$ cat src/hw/rtl/ttcb_pkg.sv
// ----------------------------------------------------------------------------
// ttcb_pkg
// Shared types and codes of the text terminal character buffer: word
// fields, event codes, opcodes and the special character bytes.
// ----------------------------------------------------------------------------
package ttcb_pkg;

   localparam int EV_W   = 3;
   localparam int POS_W  = 5;
   localparam int CHAR_W = 8;

   typedef enum logic [EV_W-1:0] {
      EV_DROPPED = 3'd0,
      EV_WRITTEN = 3'd1,
      EV_NEWLINE = 3'd2,
      EV_SCROLL  = 3'd3,
      EV_RETURN  = 3'd4,
      EV_READ    = 3'd5
   } event_type;

   localparam logic OP_PUT  = 1'b0;
   localparam logic OP_READ = 1'b1;

   localparam logic [CHAR_W-1:0] CH_NEWLINE = 8'd10;
   localparam logic [CHAR_W-1:0] CH_RETURN  = 8'd13;
   localparam logic [CHAR_W-1:0] CH_SPACE   = 8'h20;
   localparam logic [CHAR_W-1:0] CH_NULL    = 8'h00;

   typedef struct packed {
      event_type               event_res;
      logic [POS_W-1:0]        row;
      logic [POS_W-1:0]        col;
      logic [CHAR_W-1:0]       char_out;
   } rsp_type;

endpackage

$ cat src/hw/rtl/ttcb_rsp_buf.sv
// ----------------------------------------------------------------------------
// ttcb_rsp_buf
// Two-entry result buffer: an output register plus a skid entry, so the
// core can hand over a word while the previous one still waits.
// ----------------------------------------------------------------------------
module ttcb_rsp_buf (
   input  logic              clock,
   input  logic              reset,
   input  logic              push,
   input  ttcb_pkg::rsp_type push_data,
   output logic              push_ready,
   output logic              out_valid,
   input  logic              out_ready,
   output ttcb_pkg::rsp_type out_data
);

   logic              out_valid_ff, out_valid_in;
   logic              hold_valid_ff, hold_valid_in;
   ttcb_pkg::rsp_type out_data_ff, out_data_in;
   ttcb_pkg::rsp_type hold_data_ff, hold_data_in;
   logic              pop;

   assign pop        = out_valid_ff & out_ready;
   assign push_ready = ~hold_valid_ff;

   always_comb begin
      out_valid_in  = out_valid_ff;
      hold_valid_in = hold_valid_ff;
      out_data_in   = out_data_ff;
      hold_data_in  = hold_data_ff;
      if (hold_valid_ff) begin
         if (pop) begin
            out_data_in   = hold_data_ff;
            hold_valid_in = 1'b0;
         end
      end else if (push) begin
         if (!out_valid_ff || pop) begin
            out_data_in  = push_data;
            out_valid_in = 1'b1;
         end else begin
            hold_data_in  = push_data;
            hold_valid_in = 1'b1;
         end
      end else if (pop) begin
         out_valid_in = 1'b0;
      end
   end

   always_ff @(posedge clock) begin
      if (reset) begin
         out_valid_ff  <= 1'b0;
         hold_valid_ff <= 1'b0;
      end else begin
         out_valid_ff  <= out_valid_in;
         hold_valid_ff <= hold_valid_in;
      end
      out_data_ff  <= out_data_in;
      hold_data_ff <= hold_data_in;
   end

   assign out_valid = out_valid_ff;
   assign out_data  = out_data_ff;

endmodule

$ cat config.mk
export PLATFORM = sky130hd
export DESIGN_NAME = ttcb_rsp_buf
export DESIGN_NICKNAME = d
export VERILOG_FILES = /design/src/hw/rtl/ttcb_pkg.sv /design/src/hw/rtl/ttcb_rsp_buf.sv
export SDC_FILE = /design/constraint.sdc
export NUM_CORES = 1
export LEC_CHECK = 0
export ABC_AREA = 1
export ABC_CLOCK_PERIOD_IN_PS = 2500
export BUFFER_PORTS_ARGS = -buffer_cell sky130_fd_sc_hd__buf_2
export CAP_MARGIN = 40
export CORE_UTILIZATION = 30
export DETAILED_ROUTE_END_ITERATION = 6
export PLACE_DENSITY = 0.52
export SYNTH_ARGS = -nofsm -noshare
export SYNTH_HDL_FRONTEND = slang
export SYNTH_SLANG_ARGS = --single-unit
export TNS_END_PERCENT = 30
$ cat constraint.sdc
create_clock -name clock -period 2.5 [get_ports clock]
set_clock_uncertainty 0.1 [all_clocks]
set_input_delay 0.125 -clock clock [delete_from_list [all_inputs] [get_ports clock]]
set_output_delay 0.125 -clock clock [all_outputs]
set_load 0.02 [all_outputs]
==> reports/results.tsv, run 1 <==
metric	value	unit
max_stage_delay	540	ps
wl_per_cell	11.2	um
hp-start	out_ready	
drt_iter0_markers	69	
cts_resized	0	
synth_cell_type_count	12	
cp-start-kind	flop	
dr_total_vias	1127	
io_buffers	47	
cts_tree	yes	
worstSkewPairLatency	290	ps
fin_tns_setup	0	ps
antenna_left	0	
wl_met1	1380	um
grt_pass1_vias	1037	
hold_class	input port to flop	
p_int	0.00113	W
critPathCaptureType	flop	
grt_max_degree	24	
syn-num-nets	157	
synth_cells	132	
finalCritPeriodShare	75.0	%
peakVddDrop	0.296	mV
grt_overflow	0	
critical_path_required	2390	ps
status	complete, no violations	
layout-drive-gt1-share	33.8	%
synth_area	1710	um^2
worstReg2RegEnd	out_data[18]	
grt_first_pass_wirelength	4900	um
tightest_slew	359	ps
timing.final.crit_period	1870	ps
r2r-start	hold_valid_ff	
area_growth	35.3	%
power_frac_seq	58.6	%
drv_slew	0	
clock-sinks	44	
cts_hold_buffers	22	
wl_met2	1540	um
viasPerCell	4.04	
ys_seq_area_share	76.2	%
r2r_cells	5	
dpl.hpwl	2110	um
leakage	0.987	nW
setup_viol	0	
powerDensity	647	nW/um^2
whs_endpoint	hold_valid_ff	
finalHoldViolCount	0	
rows	27	
wirelength	3110	um
cts_buffer_depth	2	
combPwrFrac	13.4	%
start_util	31.0	%
whs	30.2	ps
core	5510	um^2
rsz0062_at_grt	no	
gp_congestion	0.761	
wl_met3	134	um
grt_usage	11.0	%
switchingPower	0.000363	W
power.share.clock	28.1	%
die_area	5990	um^2
crit_chain	inv_6 > nand2_2 > inv_1 > nor2_2 > buf_4	
relSlewSlack	76.0	%
max_freq	0.533	GHz
h-tree-depth	2	
cts_buffers	5	
final_nets	231	
netSwitchingFraction	24.3	%
antenna_found_initial	0	
arrival	1760	ps
post_cts_buffers	0	
cp_slowest_cell	dfxtp_1	
n_antenna_cell	0	
ys_seq_elements	44	
dieWidth	77.4	um
clk_pin_slew	80	ps
io_pins	48	
root_buffer	clkbuf_8	
worst-r2r-setup-slack	630	ps
drv_cap	0	
route.detailed.drc	0	
fp.dieH	77.4	um
critical_path_class	flop to flop	
cp_max_fo	23	
min_path_cells	4	
top_layer	met4	
yosysWarningCount	0	
syn_area_per_cell	12.9	um^2
dr.pass1.iters	4	
-- cells in the mapped netlist --
cell       n  area share, %
buf_6      3            2.0
buf_12     1            1.2
buf_4      1           0.44
o21ai_0    1           0.29
nand2_2   10            3.7
inv_1      5            1.1
nor2_1     5            1.1
nand2_1   60             13
nor3_1     1           0.29
edfxtp_1  42             74
inv_6      1           0.51
dfxtp_1    2            2.3
-- per-stage QoR --
stage               area, um^2  utilization (%)  std cells  setup WS, ps  total power [W]
finish                    2310             41.9        279           625          0.00149
global placement          2010             36.4        249           629          0.00107
CTS                       2310             41.9        279           598          0.00151
floorplan                 1710                -        132           417          0.00100
global route              2310             41.9        279           470          0.00156
detailed placement        2010             36.4        249           609          0.00107
-- layout by cell type, fill, tap and decap left out --
cell / netlist / final
o21ai_0: 1 / 1
nand2_2: 10 / 10
nand2_1: 60 / 60
buf_4: 1 / 3
nor2_2: 0 / 1
dlygate4sd3_1: 0 / 22
clkbuf_8: 0 / 5
clkinv_1: 0 / 1
edfxtp_1: 42 / 42
inv_1: 5 / 5
dfxtp_1: 2 / 2
clkinv_2: 0 / 2
inv_6: 1 / 1
nor2_1: 5 / 4
nor3_4: 0 / 1
buf_2: 0 / 47
-- per-layer routing --
metal  global-route usage, %  up-vias
met1                    13.0      512
met5                       0        -
met4                    5.66        0
met2                    18.0       34
li1                        -      576
met3                    3.41        5
-- state kept, by name, summed over array words and instances (netlist names) --
name           count
out_valid          1
hold_data_ff      21
hold_valid_ff      1
out_data          21
-- kinds of logic after synthesis --
| kind of cell | count (synthesis) | synth area share (%) |
|---|---|---|
| buffers and inverters | 11 | 5.21 |
| AND/OR/NAND/NOR | 76 | 18.3 |
| flip-flops | 44 | 76.2 |
| AO/OA/AOI/OAI | 1 | 0.293 |
-- worst max-delay path by stage --
stage             startpoint      endpoint  slack (ps)  cells after the start
5_1_grt        hold_valid_ff  out_data[10]         470                      5
6_report       hold_valid_ff  out_data[18]         630                      5
3_3_place_gp   hold_valid_ff  out_data[18]         630                      5
4_1_cts        hold_valid_ff  out_data[18]         600                      5
3_5_place_dp   hold_valid_ff  out_data[18]         610                      5
2_1_floorplan      out_valid   out_data[0]         420                      4
-- critical path: cells and delay by family, from the launching register on --
kind	cells	cell delay [ps]
buffers and inverters	3	510
flip-flops	1	540
AND/OR/NAND/NOR	2	380
-- layout make-up --
class                           count  area, um^2
Timing Repair Buffer               72         478
Multi-Input combinational cell     77         330
Clock buffer                        5        68.8
Sequential cell                    44        1300
Tap cell                           72        90.1
Fill cell                         527        3200
Inverter                            6        27.5
Clock inverter                      3        13.8
-- power groups by stage --
stage / logic [W] / clock network (W) / registers (W)
2_1_floorplan: 0.0000669 / 0 / 0.000935
3_3_place_gp: 0.000175 / 0 / 0.000892
3_5_place_dp: 0.000176 / 0 / 0.000893
4_1_cts: 0.000203 / 0.000433 / 0.000876
5_1_grt: 0.000219 / 0.000462 / 0.000879
6_report: 0.000200 / 0.000419 / 0.000875
(Power assumes the default switching activity.)
==> run 2, diff against run 1 <==
--- a/config.mk
+++ b/config.mk
@@ -5,13 +5,13 @@
 export SDC_FILE = /design/constraint.sdc
 export NUM_CORES = 1
 export LEC_CHECK = 0
-export ABC_AREA = 1
-export ABC_CLOCK_PERIOD_IN_PS = 2500
+export ABC_AREA = 0
+export ABC_CLOCK_PERIOD_IN_PS = 1830
 export BUFFER_PORTS_ARGS = -buffer_cell sky130_fd_sc_hd__buf_2
 export CAP_MARGIN = 40
 export CORE_UTILIZATION = 30
 export DETAILED_ROUTE_END_ITERATION = 6
-export PLACE_DENSITY = 0.52
+export PLACE_DENSITY = 0.5
 export SYNTH_ARGS = -nofsm -noshare
 export SYNTH_HDL_FRONTEND = slang
 export SYNTH_SLANG_ARGS = --single-unit
==> constraint.sdc (replaced) <==
create_clock -name clock -period 1.83 [get_ports clock]
set_clock_uncertainty 0.1 [all_clocks]
set_input_delay 0.0915 -clock clock [delete_from_list [all_inputs] [get_ports clock]]
set_output_delay 0.0915 -clock clock [all_outputs]
set_load 0.02 [all_outputs]
==> reports/results.tsv, run 2 <==
metric	value	unit
dpl.hpwl	2130	um
layout-drive-gt1-share	53.1	%
synth_edf_count	42	
crit_buf_inv	2	
synth_mux_area_share	17.9	%
powerDensity	923	nW/um^2
status	complete, no violations	
critical_path_class	flop to flop	
grt-busiest-layer	met2	
synth_cell_type_count	14	
area_growth	38.2	%
final_common_cell	buf_2	
synthAdderAreaFrac	0	%
antenna_left	0	
grt_first_pass_wirelength	4910	um
synth_cells	79	
final_nets	184	
io_pins	48	
grt_use_met2	18.0	%
io_buffers	47	
synth_top_area_share	72.8	%
cts_tree	yes	
grt_overflow	0	
finalHoldViolCount	0	
crit_family	buffers and inverters	
grtUsageMet1	13.3	%
peakVddDrop	0.397	mV
timing.final.crit_period	1580	ps
leakage	0.945	nW
synth_xor_area_share	0	%
yosys_most_used_dff	edfxtp_1	
cts_buffer_depth	2	
fin_tns_setup	0	ps
relSlewSlack	84.1	%
async_flop_share	0	%
yosysWarningCount	0	
ys_top_cells_by_area	edfxtp_1 (73%), mux2_4 (15%), mux2_2 (2.6%)	
grt_pass1_vias	1002	
final_cell_mix	buf_2 (47), edfxtp_1 (42), dlygate4sd3_1 (23)	
synth_area	1730	um^2
finalCritPeriodShare	86.4	%
fp.dieH	78.0	um
dr.pass1.iters	4	
hold_class	input port to flop	
cts_buffers	5	
setup_viol	0	
ys_seq_elements	44	
antenna_found_initial	0	
clk_pin_slew	70	ps
arrival	1710	ps
synth_top_family_by_area	multiplexers	
critical_path_required	1950	ps
whs	23.0	ps
wirelength	3150	um
drv_cap	0	
postLayoutCellArea	2390	um^2
synth.most_common_cell	edfxtp_1	
core	5540	um^2
drt_iter0_markers	24	
grt_usage	11.0	%
crit_chain	buf_4 > a21oi_1 > a211oi_1 > dlygate4sd3_1	
synth_common_cells	edfxtp_1 (42), mux2_4 (17), mux2_2 (4)	
start_util	31.3	%
route.detailed.drc	0	
viasPerCell	4.16	
synth_top_cell_by_area	edfxtp_1	
cp-start-kind	flop	
critPathCaptureType	flop	
grt_max_degree	14	
dp_slack	490	ps
synth_compound_area_share	1.95	%
syn-num-nets	104	
max_freq	0.632	GHz
cts_resized	0	
cp_slowest_cell	dlygate4sd3_1	
gp_congestion	0.639	
synth-simple-area-share	1.37	%
root_buffer	clkbuf_8	
h-tree-depth	2	
clock-sinks	44	
grt_use_met3	3.53	%
cp_max_fo	11	
rsz0062_at_grt	no	
wl_per_cell	13.6	um
max_stage_delay	580	ps
setup_ws	248	ps
dpl_cell_area	2060	um^2
post_cts_buffers	0	
die_area	6080	um^2
drv_slew	0	
tightest_slew	238	ps
worstSkewPairLatency	290	ps
n_antenna_cell	0	
syn_area_per_cell	21.9	um^2
dr_total_vias	966	
dieWidth	78.0	um
ys_seq_area_share	75.1	%
p_total	0.00221	W
rows	27	
## run 2: cell types whose count changed after synthesis, moves of 2 or more
| cell | previous run | this run |
|---|---|---|
| nand2_2 | 10 | 0 |
| nand2_1 | 60 | 0 |
| mux2_2 | 0 | 4 |
| nor2_1 | 5 | 0 |
| buf_6 | 3 | 1 |
| mux2_4 | 0 | 17 |
| a21oi_1 | 0 | 2 |
| inv_1 | 5 | 3 |
## run 2: per-layer routing
| metal | wire, um | vias up | share of wire, % |
|---|---|---|---|
| met4 | 60 | 0 | 1.9 |
| met2 | 1500 | 35 | 48 |
| li1 | - | 465 | - |
| met1 | 1370 | 460 | 43 |
| met5 | 0 | - | 0 |
| met3 | 217 | 6 | 6.9 |
## run 2: worst paths after layout
kind / cells after the start / endpoint / start / slack (ps)
worst min register to register: 1 / out_data[13] / hold_data_ff[13] / 450
worst max register to register: 4 / hold_valid_ff / hold_valid_ff / 250
worst max-delay path: 4 / hold_valid_ff / hold_valid_ff / 250
worst min-delay path: 3 / out_valid / push / 20
## run 2: logic make-up (layout without fill, tap and decap cells)
| kind of cell | Yosys count | count (layout) |
|---|---|---|
| flip-flops | 44 | 44 |
| AND/OR/NAND/NOR | 3 | 3 |
| AO/OA/AOI/OAI | 4 | 4 |
| buffers and inverters | 6 | 87 |
| multiplexers | 22 | 22 |
## run 2: stage by stage
stage,instances,util (%)
6_report,232,43.2
5_1_grt,232,43.2
4_1_cts,232,43.2
3_5_place_dp,201,37.1
3_3_place_gp,201,37.1
2_1_floorplan,79,-
## run 2: tightest hold or removal path, cell delays in order
cell and delay (ps):
buf_2 120, inv_1 70, o32ai_2 80
## run 2: where the power goes
part           leakage, nW  switching (W)  total [W]  internal (W)
Clock               0.0552       0.000309   0.000714      0.000405
Combinational        0.479       0.000151   0.000302      0.000151
Sequential           0.410      0.0000191    0.00119       0.00117
Total                0.945       0.000479    0.00221       0.00173
## run 2: layout make-up
cell class | count | area [um^2]
clock buffer | 6 | 72.6
sequential | 44 | 1300
tap | 72 | 90.1
fill | 520 | 3150
timing repair buffer | 76 | 510
inverter | 3 | 11.3
clock inverter | 2 | 35.0
multi-input combinational | 29 | 372
## run 2: what timing repair did
action | 4_1_cts | 5_1_grt
endpoints found under the hold margin | 23 | 0
endpoints found under the setup margin | 0 | 0
hold buffers | 23 | 0
